==> src/design/mopb_pkg.sv <==
`timescale 1ns / 1ps
// ----------------------------------------------------------------------------
// mopb_pkg
// Shared widths, register indexes, depth codes and the divide-by-max helper
// used by the masked opacity pixel blend pipeline.
// ----------------------------------------------------------------------------
package mopb_pkg;

    localparam int PIX_W   = 16;
    localparam int PROD_W  = 2 * PIX_W;
    localparam int DEPTH_W = 3;
    localparam int BITS_W  = 5;

    // configuration register indexes
    localparam logic REG_DEPTH   = 1'b0;
    localparam logic REG_OPACITY = 1'b1;

    // depth select codes
    localparam logic [DEPTH_W-1:0] DEPTH_8  = 3'd0;
    localparam logic [DEPTH_W-1:0] DEPTH_10 = 3'd1;
    localparam logic [DEPTH_W-1:0] DEPTH_12 = 3'd2;
    localparam logic [DEPTH_W-1:0] DEPTH_14 = 3'd3;
    localparam logic [DEPTH_W-1:0] DEPTH_16 = 3'd4;

    // weighted pixel word passed from the weight stages to the mix stages
    typedef struct packed {
        logic             valid;
        logic [PIX_W-1:0] base;
        logic [PIX_W-1:0] over;
        logic [PIX_W-1:0] weight;
    } mopb_wt_t;

    // pixel bit count for a depth code, unused codes select 16 bits
    function automatic logic [BITS_W-1:0] depth_bits(input logic [DEPTH_W-1:0] sel);
        logic [BITS_W-1:0] bits;
        begin
            case (sel)
                DEPTH_8:  bits = 5'd8;
                DEPTH_10: bits = 5'd10;
                DEPTH_12: bits = 5'd12;
                DEPTH_14: bits = 5'd14;
                DEPTH_16: bits = 5'd16;
                default:  bits = 5'd16;
            endcase
            return bits;
        end
    endfunction

    // largest pixel value at a depth code: 2^bits - 1
    function automatic logic [PIX_W-1:0] max_of(input logic [DEPTH_W-1:0] sel);
        logic [PIX_W:0] one_up;
        begin
            one_up = (PIX_W+1)'(1) << depth_bits(sel);
            return PIX_W'(one_up - (PIX_W+1)'(1));
        end
    endfunction

    // clamp a value to the pixel maximum
    function automatic logic [PIX_W-1:0] sat_to(input logic [PIX_W-1:0] v,
                                                input logic [PIX_W-1:0] lim);
        begin
            return (v > lim) ? lim : v;
        end
    endfunction

    // floor(x / max) for x <= max*max + max/2
    // x = a*2^b + c = a*max + (a + c), and a + c stays below 2*max
    function automatic logic [PIX_W-1:0] div_by_max(input logic [PROD_W-1:0] x,
                                                    input logic [DEPTH_W-1:0] sel);
        logic [PROD_W-1:0] hi;
        logic [PIX_W-1:0]  a;
        logic [PIX_W-1:0]  c;
        logic [PIX_W-1:0]  mx;
        logic [PIX_W:0]    s;
        begin
            mx = max_of(sel);
            hi = x >> depth_bits(sel);
            a  = hi[PIX_W-1:0];
            c  = x[PIX_W-1:0] & mx;
            s  = {1'b0, a} + {1'b0, c};
            return a + ((s >= {1'b0, mx}) ? PIX_W'(1) : PIX_W'(0));
        end
    endfunction

endpackage

==> src/design/mopb_cfg.sv <==
`timescale 1ns / 1ps
// ----------------------------------------------------------------------------
// mopb_cfg
// Configuration registers: pixel depth select and global opacity.
// ----------------------------------------------------------------------------
module mopb_cfg
(
    input  logic                          clk,
    input  logic                          rst_n,
    input  logic                          wr_en,
    input  logic                          wr_index,
    input  logic [mopb_pkg::PIX_W-1:0]    wr_data,
    output logic [mopb_pkg::DEPTH_W-1:0]  depth_sel,
    output logic [mopb_pkg::PIX_W-1:0]    opacity
);

    logic [mopb_pkg::DEPTH_W-1:0] depth_reg;
    logic [mopb_pkg::PIX_W-1:0]   opacity_reg;

    // register writes
    always_ff @(posedge clk or negedge rst_n)
    begin
        if (!rst_n)
        begin
            depth_reg   <= mopb_pkg::DEPTH_8;
            opacity_reg <= '0;
        end
        else if (wr_en)
        begin
            case (wr_index)
                mopb_pkg::REG_DEPTH:   depth_reg   <= wr_data[mopb_pkg::DEPTH_W-1:0];
                mopb_pkg::REG_OPACITY: opacity_reg <= wr_data;
                default:               depth_reg   <= depth_reg;
            endcase
        end
    end

    assign depth_sel = depth_reg;
    assign opacity   = opacity_reg;

endmodule

==> src/design/mopb_weight.sv <==
`timescale 1ns / 1ps
// ----------------------------------------------------------------------------
// mopb_weight
// Four-stage pipeline: clamp inputs, multiply mask by opacity, add rounding
// half, divide by max to give the effective weight.
// ----------------------------------------------------------------------------
module mopb_weight
(
    input  logic                          clk,
    input  logic                          rst_n,
    input  logic                          in_valid,
    input  logic [mopb_pkg::PIX_W-1:0]    base_pixel,
    input  logic [mopb_pkg::PIX_W-1:0]    overlay_pixel,
    input  logic [mopb_pkg::PIX_W-1:0]    mask_value,
    input  logic [mopb_pkg::DEPTH_W-1:0]  depth_sel,
    input  logic [mopb_pkg::PIX_W-1:0]    opacity,
    output mopb_pkg::mopb_wt_t            wt_out
);

    logic [mopb_pkg::PIX_W-1:0]  max_val;
    logic [mopb_pkg::PIX_W-1:0]  half_val;

    logic                        v1_reg, v2_reg, v3_reg, v4_reg;
    logic [mopb_pkg::PIX_W-1:0]  base1_reg, over1_reg, mask1_reg, opac1_reg;
    logic [mopb_pkg::PIX_W-1:0]  base2_reg, over2_reg;
    logic [mopb_pkg::PROD_W-1:0] prod2_reg;
    logic [mopb_pkg::PIX_W-1:0]  base3_reg, over3_reg;
    logic [mopb_pkg::PROD_W-1:0] sum3_reg;
    logic [mopb_pkg::PIX_W-1:0]  base4_reg, over4_reg, wt4_reg;

    logic [mopb_pkg::PROD_W-1:0] prod2_next;
    logic [mopb_pkg::PROD_W-1:0] sum3_next;
    logic [mopb_pkg::PIX_W-1:0]  wt4_next;

    assign max_val  = mopb_pkg::max_of(depth_sel);
    assign half_val = max_val >> 1;

    // stage arithmetic
    always_comb
    begin
        prod2_next = mopb_pkg::PROD_W'(mask1_reg) * mopb_pkg::PROD_W'(opac1_reg);
        sum3_next  = prod2_reg + mopb_pkg::PROD_W'(half_val);
        wt4_next   = mopb_pkg::div_by_max(sum3_reg, depth_sel);
    end

    // valid bits
    always_ff @(posedge clk or negedge rst_n)
    begin
        if (!rst_n)
        begin
            v1_reg <= 1'b0;
            v2_reg <= 1'b0;
            v3_reg <= 1'b0;
            v4_reg <= 1'b0;
        end
        else
        begin
            v1_reg <= in_valid;
            v2_reg <= v1_reg;
            v3_reg <= v2_reg;
            v4_reg <= v3_reg;
        end
    end

    // data stages
    always_ff @(posedge clk)
    begin
        base1_reg <= mopb_pkg::sat_to(base_pixel, max_val);
        over1_reg <= mopb_pkg::sat_to(overlay_pixel, max_val);
        mask1_reg <= mopb_pkg::sat_to(mask_value, max_val);
        opac1_reg <= mopb_pkg::sat_to(opacity, max_val);

        base2_reg <= base1_reg;
        over2_reg <= over1_reg;
        prod2_reg <= prod2_next;

        base3_reg <= base2_reg;
        over3_reg <= over2_reg;
        sum3_reg  <= sum3_next;

        base4_reg <= base3_reg;
        over4_reg <= over3_reg;
        wt4_reg   <= wt4_next;
    end

    assign wt_out.valid  = v4_reg;
    assign wt_out.base   = base4_reg;
    assign wt_out.over   = over4_reg;
    assign wt_out.weight = wt4_reg;

endmodule

==> src/design/mopb_mix.sv <==
`timescale 1ns / 1ps
// ----------------------------------------------------------------------------
// mopb_mix
// Four-stage pipeline: form inverse weight, multiply both pixels, sum with
// rounding half, divide by max into the output register.
// ----------------------------------------------------------------------------
module mopb_mix
(
    input  logic                          clk,
    input  logic                          rst_n,
    input  mopb_pkg::mopb_wt_t            wt_in,
    input  logic [mopb_pkg::DEPTH_W-1:0]  depth_sel,
    output logic                          out_valid,
    output logic [mopb_pkg::PIX_W-1:0]    out_pixel
);

    logic [mopb_pkg::PIX_W-1:0]  max_val;
    logic [mopb_pkg::PIX_W-1:0]  half_val;

    logic                        v5_reg, v6_reg, v7_reg, v8_reg;
    logic [mopb_pkg::PIX_W-1:0]  base5_reg, over5_reg, wt5_reg, inv5_reg;
    logic [mopb_pkg::PROD_W-1:0] pb6_reg, po6_reg;
    logic [mopb_pkg::PROD_W-1:0] sum7_reg;
    logic [mopb_pkg::PIX_W-1:0]  pix8_reg;

    logic [mopb_pkg::PROD_W-1:0] pb6_next, po6_next, sum7_next;
    logic [mopb_pkg::PIX_W-1:0]  pix8_next;

    assign max_val  = mopb_pkg::max_of(depth_sel);
    assign half_val = max_val >> 1;

    // stage arithmetic, the sum stays below 2^32 since both weights add to max
    always_comb
    begin
        pb6_next  = mopb_pkg::PROD_W'(base5_reg) * mopb_pkg::PROD_W'(inv5_reg);
        po6_next  = mopb_pkg::PROD_W'(over5_reg) * mopb_pkg::PROD_W'(wt5_reg);
        sum7_next = pb6_reg + po6_reg + mopb_pkg::PROD_W'(half_val);
        pix8_next = mopb_pkg::div_by_max(sum7_reg, depth_sel);
    end

    // valid bits
    always_ff @(posedge clk or negedge rst_n)
    begin
        if (!rst_n)
        begin
            v5_reg <= 1'b0;
            v6_reg <= 1'b0;
            v7_reg <= 1'b0;
            v8_reg <= 1'b0;
        end
        else
        begin
            v5_reg <= wt_in.valid;
            v6_reg <= v5_reg;
            v7_reg <= v6_reg;
            v8_reg <= v7_reg;
        end
    end

    // data stages
    always_ff @(posedge clk)
    begin
        base5_reg <= wt_in.base;
        over5_reg <= wt_in.over;
        wt5_reg   <= wt_in.weight;
        inv5_reg  <= max_val - wt_in.weight;

        pb6_reg   <= pb6_next;
        po6_reg   <= po6_next;

        sum7_reg  <= sum7_next;

        pix8_reg  <= pix8_next;
    end

    assign out_valid = v8_reg;
    assign out_pixel = pix8_reg;

endmodule

==> src/design/masked_opacity_pixel_blend_core.sv <==
`timescale 1ns / 1ps
// the blended_valid strobe follows start through the weight stages and then the mix stages
// throughput: one pixel word per clock, set by the fully pipelined multipliers
// and the add-and-compare divide-by-max stages; busy is always low
// reset: valid bits cleared, depth 8 bits, opacity 0; the receiver cannot stall
// ----------------------------------------------------------------------------
// masked_opacity_pixel_blend_core
// Masked alpha blend with global opacity at 8 to 16 bits per pixel.
// ----------------------------------------------------------------------------
module masked_opacity_pixel_blend_core
(
    input  logic                          clk,
    input  logic                          rst_n,
    input  logic                          start,
    output logic                          busy,
    input  logic [mopb_pkg::PIX_W-1:0]    base_pixel,
    input  logic [mopb_pkg::PIX_W-1:0]    overlay_pixel,
    input  logic [mopb_pkg::PIX_W-1:0]    mask_value,
    output logic                          blended_valid,
    output logic [mopb_pkg::PIX_W-1:0]    blended_pixel,
    input  logic                          cfg_valid,
    output logic                          cfg_ready,
    input  logic                          cfg_index,
    input  logic [mopb_pkg::PIX_W-1:0]    cfg_data
);

    logic [mopb_pkg::DEPTH_W-1:0] depth_sel;
    logic [mopb_pkg::PIX_W-1:0]   opacity;
    mopb_pkg::mopb_wt_t           wt;

    // pipeline never stalls
    assign busy      = 1'b0;
    assign cfg_ready = 1'b1;

    // configuration registers
    mopb_cfg u_cfg
    (
        .clk       (clk),
        .rst_n     (rst_n),
        .wr_en     (cfg_valid & cfg_ready),
        .wr_index  (cfg_index),
        .wr_data   (cfg_data),
        .depth_sel (depth_sel),
        .opacity   (opacity)
    );

    // effective weight stages
    mopb_weight u_weight
    (
        .clk           (clk),
        .rst_n         (rst_n),
        .in_valid      (start & ~busy),
        .base_pixel    (base_pixel),
        .overlay_pixel (overlay_pixel),
        .mask_value    (mask_value),
        .depth_sel     (depth_sel),
        .opacity       (opacity),
        .wt_out        (wt)
    );

    // blend stages
    mopb_mix u_mix
    (
        .clk       (clk),
        .rst_n     (rst_n),
        .wt_in     (wt),
        .depth_sel (depth_sel),
        .out_valid (blended_valid),
        .out_pixel (blended_pixel)
    );

endmodule

==> config.mk <==
export PLATFORM = sky130hd
export DESIGN_NAME = masked_opacity_pixel_blend_core
export DESIGN_NICKNAME = d
export VERILOG_FILES = /design/src/design/mopb_pkg.sv /design/src/design/mopb_cfg.sv /design/src/design/mopb_weight.sv /design/src/design/mopb_mix.sv /design/src/design/masked_opacity_pixel_blend_core.sv
export SDC_FILE = /design/constraint.sdc
export NUM_CORES = 2
export LEC_CHECK = 0
export BUFFER_PORTS_ARGS = -buffer_cell sky130_fd_sc_hd__buf_2
export CORE_ASPECT_RATIO = 0.7
export CORE_UTILIZATION = 55
export CTS_BUF_LIST = sky130_fd_sc_hd__clkbuf_16
export CTS_CLUSTER_DIAMETER = 80
export DETAILED_ROUTE_END_ITERATION = 10
export PLACE_DENSITY = 0.76
export SYNTH_ARGS = -nofsm -noshare
export SYNTH_HDL_FRONTEND = slang
export SYNTH_SLANG_ARGS = --single-unit
==> constraint.sdc <==
create_clock -name clk -period 6.8 [get_ports clk]
set_clock_uncertainty 0.1 [all_clocks]
set_input_delay 0.68 -clock clk [delete_from_list [all_inputs] [get_ports clk]]
set_output_delay 0.68 -clock clk [all_outputs]
set_load 0.005 [all_outputs]
## Word level (Yosys, flattened, before mapping)

Cells that the tools add are included.

| storage, ports and cells | value |
|---|---|
| bits in registers | 443 |
| logic and storage cells | 68 |
| input bits | 69 |
| output and inout port bits | 19 |

| cells by class | value |
|---|---|
| add/sub/neg operators | 9 |
| mux-type cells | 7 |
| equality and inequality tests | 3 |
| reduce and logical (&&, ||, !) cells | 3 |
| shifts and indexed selects | 3 |
| $mul | 3 |
| bitwise logic cells | 3 |
| magnitude comparators | 6 |

Operators by type and width:

| operator | count |
|---|---|
| multiplier 16 x 16 -> 32 bit | 3 |
| adder 32 x 15 -> 32 bit | 2 |
| greater-than comparator 16 bit | 4 |
| 2-to-1 mux 16 bit | 4 |
| >> shifter 32 x 5 -> 16 bit | 2 |
| adder 16 x 16 -> 17 bit | 2 |
| greater-or-equal comparator 17 x 16 -> 1 bit | 2 |
| adder 16 bit | 2 |
| adder 32 bit | 1 |
| bitwise AND 16 bit | 2 |
| case mux 5 bit (4 select lines) | 1 |
| << shifter 1 x 5 -> 16 bit, first input constant | 1 |
| subtractor 16 x 1 -> 16 bit, second input constant | 1 |
| subtractor 16 bit | 1 |
| equality test 3 x 2 -> 1 bit, second input constant | 2 |
| AND reduction 2 bit | 2 |
| equality test 3 x 1 -> 1 bit, second input constant | 1 |
| logical NOT 3 bit | 1 |
| 2-to-1 mux 1 bit | 2 |
| NOT 1 bit | 1 |

## Depth between registers and ports, before layout

| depth | value |
|---|---|
| depth in word-level cells | 9 |
| depth in mapped cells | 32 |
| mapped depth without buffers | 27 |

## Cells and area by module

Synthesis repeated with hierarchy kept, for this count alone.

| second synthesis, totals | value |
|---|---|
| cells, all modules | 4,623 |
| area, all modules | 43,736.9 sq um |

Modules (own cells, without submodules):

| module | area each (sq um) | instances | sequential area each (sq um) | cells each |
|---|---|---|---|---|
| mopb_mix | 24,860.1 | 1 | 3,623.5 | 2,731 |
| mopb_weight | 18,144.9 | 1 | 4,904.7 | 1,847 |
| mopb_cfg | 709.4 | 1 | 475.5 | 41 |
| masked_opacity_pixel_blend_core | 22.5 | 1 | 0.0 | 4 |

## Worst setup path after synthesis

Ideal clock, no wire load.

| timing path | value |
|---|---|
| path type | reg2reg |
| from | register u_mix.base5_reg[10] in the netlist's numbering |
| to | register u_mix.pb6_reg[28] in the netlist's numbering |
| setup slack | 0.571 ns |
| period minus slack after synthesis | 6.229 ns |
| buffers on the path | 1 |
| library setup time | 0.120 ns |
| data required time | 6.580 ns |
| stages on the path, launching flop included | 23 |
| arrival time | 6.009 ns |
| cell sequence | dfxtp_1 clkbuf_1 nand2_1 fa_1 inv_1 fa_1 inv_1 fa_1 fa_1 inv_1 fa_1 inv_1 fa_1 inv_1 ha_1 a21o_1 a21oi_1 o221ai_2 o31a_1 a311o_1 a21o_1 a21o_1 xor2_1 |

| between the ends | value |
|---|---|
| longest elaborated chain between the ends | 1 |

Ends and longest elaborated chain:

| what | line | text |
|---|---|---|
| start, declared | mopb_mix.sv:21 | `logic [mopb_pkg::PIX_W-1:0] base5_reg, over5_reg, wt5_reg, inv5_reg;` |
| start signal, assigned | mopb_mix.sv:63 | `base5_reg <= wt_in.base;` |
| multiplier 16 x 16 -> 32 bit | mopb_mix.sv:35 | `pb6_next = mopb_pkg::PROD_W'(base5_reg) * mopb_pkg::PROD_W'(inv5_reg);` |
| named net u_mix.pb6_next (one bit) | mopb_mix.sv:26 | `logic [mopb_pkg::PROD_W-1:0] pb6_next, po6_next, sum7_next;` |
| end signal, assigned | mopb_mix.sv:68 | `pb6_reg <= pb6_next;` |
| end, declared | mopb_mix.sv:22 | `logic [mopb_pkg::PROD_W-1:0] pb6_reg, po6_reg;` |

The timed path passes the listed nets, and every way through them passes these cells.
A chain may end at the register's enable or synchronous reset.

## Final worst setup path

| timing path | value |
|---|---|
| from | register u_cfg.depth_reg, in the netlist u_cfg.depth_sel[0] |
| to | register u_weight.wt4_reg[15] in the netlist's numbering |

| between the ends | value |
|---|---|
| longest elaborated chain between the ends | 9 |
| elaborated cells on any way between the ends | 13 |
| classes of those cells | add/sub (3); order compare (1); eq/ne (3); shift (2); mux (2); bitwise (1); reduce/logical (1) |

Ends and longest elaborated chain:

| what | line | text |
|---|---|---|
| start, declared | mopb_cfg.sv:17 | `logic [mopb_pkg::DEPTH_W-1:0] depth_reg;` |
| start signal, assigned | mopb_cfg.sv:25 | `depth_reg <= mopb_pkg::DEPTH_8;` |
| start signal, assigned | mopb_cfg.sv:31 | `mopb_pkg::REG_DEPTH: depth_reg <= wr_data[mopb_pkg::DEPTH_W-1:0];` |
| start signal, assigned | mopb_cfg.sv:33 | `default: depth_reg <= depth_reg;` |
| equality test 3 x 2 -> 1 bit (tied with other cells) | mopb_pkg.sv:37 | `case (sel)` |
| case mux 5 bit (4 select lines) * | mopb_pkg.sv:37 |  |
| << shifter 1 x 5 -> 16 bit | mopb_pkg.sv:53 | `one_up = (PIX_W+1)'(1) << depth_bits(sel);` |
| subtractor 16 x 1 -> 16 bit | mopb_pkg.sv:54 | `return PIX_W'(one_up - (PIX_W+1)'(1));` |
| bitwise AND 16 bit | mopb_pkg.sv:79 | `c = x[PIX_W-1:0] & mx;` |
| adder 16 x 16 -> 17 bit | mopb_pkg.sv:80 | `s = {1'b0, a} + {1'b0, c};` |
| greater-or-equal comparator 17 x 16 -> 1 bit | mopb_pkg.sv:81 | `return a + ((s >= {1'b0, mx}) ? PIX_W'(1) : PIX_W'(0));` |
| 2-to-1 mux 1 bit | mopb_pkg.sv:81 |  |
| adder 16 bit * | mopb_pkg.sv:81 |  |
| named net u_weight.wt4_next (one bit) | mopb_weight.sv:33 | `logic [mopb_pkg::PIX_W-1:0] wt4_next;` |
| end signal, assigned | mopb_weight.sv:83 | `wt4_reg <= wt4_next;` |
| end, declared | mopb_weight.sv:29 | `logic [mopb_pkg::PIX_W-1:0] base4_reg, over4_reg, wt4_reg;` |

The timed path passes the listed nets; every way through them passes the cells marked *.

==> summary.md <==
| Metric | Value |
|---|---|
| Status | `complete, no violations` |
| Die ar. | `79,500 µm²` |
| # DRC | `0` |
| 1st-pass router iterations | `6` |
| Final setup TNS | `0 ns` |
| Mean post-synth cell area | `9.43 µm²` |
| CP max stage cell | `dfrtp_2` |
| Synth warnings | `0` |
| Slew Limit Fails | `0` |
| Synth cell types | `85` |
| Port Buffer Count | `85` |
| Clock net sink count | `443` |
| Post-layout min period | `6.52 ns` |
| Most common cell after layout, fill and taps aside | `inv_1` |
| Commonest cells after routing, fill and taps aside | `776 x inv_1, 596 x nand2_1, 594 x fa_1` |
| R2R Setup Slk | `0.28 ns` |
| Critical path class | `register to register` |
| Final Hold Fails | `0` |
| CP Max Fanout | `16` |
| Worst-path cell chain | `buf_4 > nand2b_1 > mux2i_1 > a211oi_1 > a21oi_1 > inv_1 > ha_1 > and3_1 > a31oi_1 > a21oi_1 > a221o_1 > a21oi_1 > xnor2_1 > ha_1 > nand3_1 > a2111oi_1 > a311o_1 > ha_1 > and2_1 > inv_1 > nor3_1 > nand4_1 > xnor2_1` |
| Final Cycle Share | `0.958` |
| Largest net degree at the start of global routing | `48` |
| Largest area contributor in the netlist | `fa_1` |
| Synth Flop Type | `dfxtp_1` |
| Worst r2r src | `u_cfg.depth_sel[0]` |
| Crit. End Element | `register` |
| Die Span Y | `236 µm` |
| Total Routed Length | `105 mm` |
| Placed cells | `5,670` |
| FFs w/ async S/R, synth | `0.0609` |
| Fill cell count | `6,513` |
| RSZ-0062 raised after global routing | `false` |
| Fmax achieved | `0.153 GHz` |
| Area delta synth->final | `8.28%` |
| Starting Density | `0.558` |
| CTS root buf | `clkbuf_16` |
| H-tree Lvls | `2` |
| Post-synthesis instance total | `4,571` |
| Slew @ Worst Pin | `1.16 ns` |
| CP peak stage delay | `0.50 ns` |
| Rel. slew slack | `0.227` |
| Antenna violations before repair | `3` |
| Final WS setup | `0.284 ns` |
| TritonCTS Buffers | `47` |
| Reg2reg path depth | `23` |
| Clock latency on the worst-skew pair | `0.61 ns` |
| Via count | `31,700` |
| WP data arrival | `6.89 ns` |
| Die width | `337 µm` |
| DRT iter0 DRCs | `2,676` |
| Post-synth EDFFs | `0` |
| CTS tree | `done` |
| Setup-failing EPs final | `0` |
| Hold Path Depth | `1` |
| Min-delay worst type | `input pin to register` |
| Tot GR Track Use | `0.272` |
| GPL Wtd Cong | `0.941` |
| Number of global-route vias before repair | `32,000` |
| Post-Layout Cell Count | `5,760` |
| Min-delay src | `start` |
| CTS Buffer Depth | `3` |
| Clock slew at reported path FFs | `0.06 ns` |
| Final ANT Viol Nets | `0` |
| Average wire per standard cell | `18.2 µm` |
| Post-synth top area share | `0.276` |
| Layout Nets | `5,842` |
| CORE AREA | `77,200 µm²` |
| Total gr overflow | `0` |
| Finished Core Util | `0.605` |
| Top post-synthesis cells by area | `fa_1 28%, dfxtp_1 19%, ha_1 14%` |
| Ports | `88` |
| Flops & latches, synth | `443` |
| First-pass GRT wire length | `171 mm` |
| Via density | `5.51` |
| Synth Cell Area | `43,100 µm²` |
| Sequential share of the synthesized area | `0.209` |
| Worst flop-to-flop path endpoint | `u_weight.wt4_reg[15]` |
| Max-cap violations | `0` |
| Pre-CTS WS | `0.271 ns` |
| Rows | `85` |
| WP data required | `7.17 ns` |
| Hold EP | `u_weight.v1_reg` |
| Layout cells sized above 1 | `0.0732` |
| DP HPWL | `85.6 mm` |
| Type of origin of the critical path | `register` |
-- cell usage after synthesis, types with 27 or more instances --
| cell | count |
|---|---|
| o21bai_1 | 28 |
| clkbuf_1 | 138 |
| a211oi_1 | 36 |
| mux2_2 | 27 |
| o21ai_0 | 103 |
| ha_1 | 499 |
| xor2_1 | 52 |
| and2_1 | 323 |
| nand4_1 | 28 |
| nand2_1 | 596 |
| a21oi_1 | 136 |
| o21a_1 | 34 |
| xnor2_1 | 140 |
| a21o_1 | 76 |
| nand3_1 | 49 |
| nor2_1 | 108 |
| dfxtp_1 | 416 |
| nand2b_1 | 57 |
| fa_1 | 594 |
| dfrtp_1 | 27 |
| nor2b_1 | 35 |
| inv_1 | 769 |
-- layout make-up --
type | instances | area (µm²) | share of cell area
Sequential cell | 443 | 9030 | 0.193
Antenna cell | 2 | 5.00 | 0.000107
Timing Repair Buffer | 185 | 1190 | 0.0255
Clock inverter | 35 | 283 | 0.00606
Inverter | 769 | 2890 | 0.0618
Tap cell | 1044 | 1310 | 0.0280
Clock buffer | 48 | 1200 | 0.0257
Multi-Input combinational cell | 3234 | 30800 | 0.659
-- kinds of logic (layout without fill, tap and decap cells) --
kind of cell             after synthesis  in the layout  share of synthesized area
AO/OA/AOI/OAI                        557            557                     0.0848
XOR/XNOR                             192            192                     0.0390
adder cells (fa/ha/maj)             1093           1093                      0.421
buffers and inverters                927           1037                     0.0819
flip-flops                           443            443                      0.209
multiplexers                          62             62                     0.0179
other                                  2             37                   0.000174
AND/OR/NAND/NOR                     1295           1295                      0.147
-- worst max-delay path by stage --
stage                                       from                endpoint  slack [ns]  cells past startpoint
final                         u_cfg.depth_sel[0]    u_weight.wt4_reg[15]        0.28                     23
after global placement         u_mix.inv5_reg[3]       u_mix.pb6_reg[28]        0.41                     21
after detailed placement   u_weight.opac1_reg[4]  u_weight.prod2_reg[31]        0.27                     20
after CTS                  u_weight.opac1_reg[4]  u_weight.prod2_reg[31]        0.22                     20
after floorplan              u_mix.base5_reg[10]       u_mix.pb6_reg[28]        0.57                     22
after global routing      u_weight.mask1_reg[10]  u_weight.prod2_reg[29]       0.005                     20
-- worst max-delay path: cells and delay by family (launching register included) --
family | cells | cell delay [ns]
compound gates | 8 | 2.23
buf+inv | 3 | 0.51
xor+xnor | 2 | 0.27
simple gates | 6 | 1.58
mux | 1 | 0.36
flops | 1 | 0.50
fa+ha+maj | 3 | 0.86
-- through the flow --
step / hold WS [ns] / instance area [µm²]
floorplan: 0.210 / 43200
global placement: 0.210 / 45100
detailed placement: 0.212 / 45100
CTS: 0.0477 / 46600
global route: 0.0565 / 46700
finish: 0.0686 / 46700
-- repair_timing --
action / CTS / global route
hold buffers: 1 / 0
setup endpoints to repair: 0 / 20
resized for setup: 0 / 30
endpoints found under the hold margin: 27 / 0
setup buffers: 0 / 4
-- per-layer routing --
| layer | vias to the layer above | wire, µm | global-route usage |
|---|---|---|---|
| li1 | 14600 | - | - |
| met1 | 15600 | 48700 | 0.410 |
| met2 | 1308 | 43600 | 0.392 |
| met3 | 160 | 10700 | 0.0666 |
| met4 | 2 | 2050 | 0.0572 |
| met5 | - | 13 | 0 |
Power is left out: the tool's default activity adds up to more than one toggle a clock period on the data nets, which glitch-free logic cannot reach.
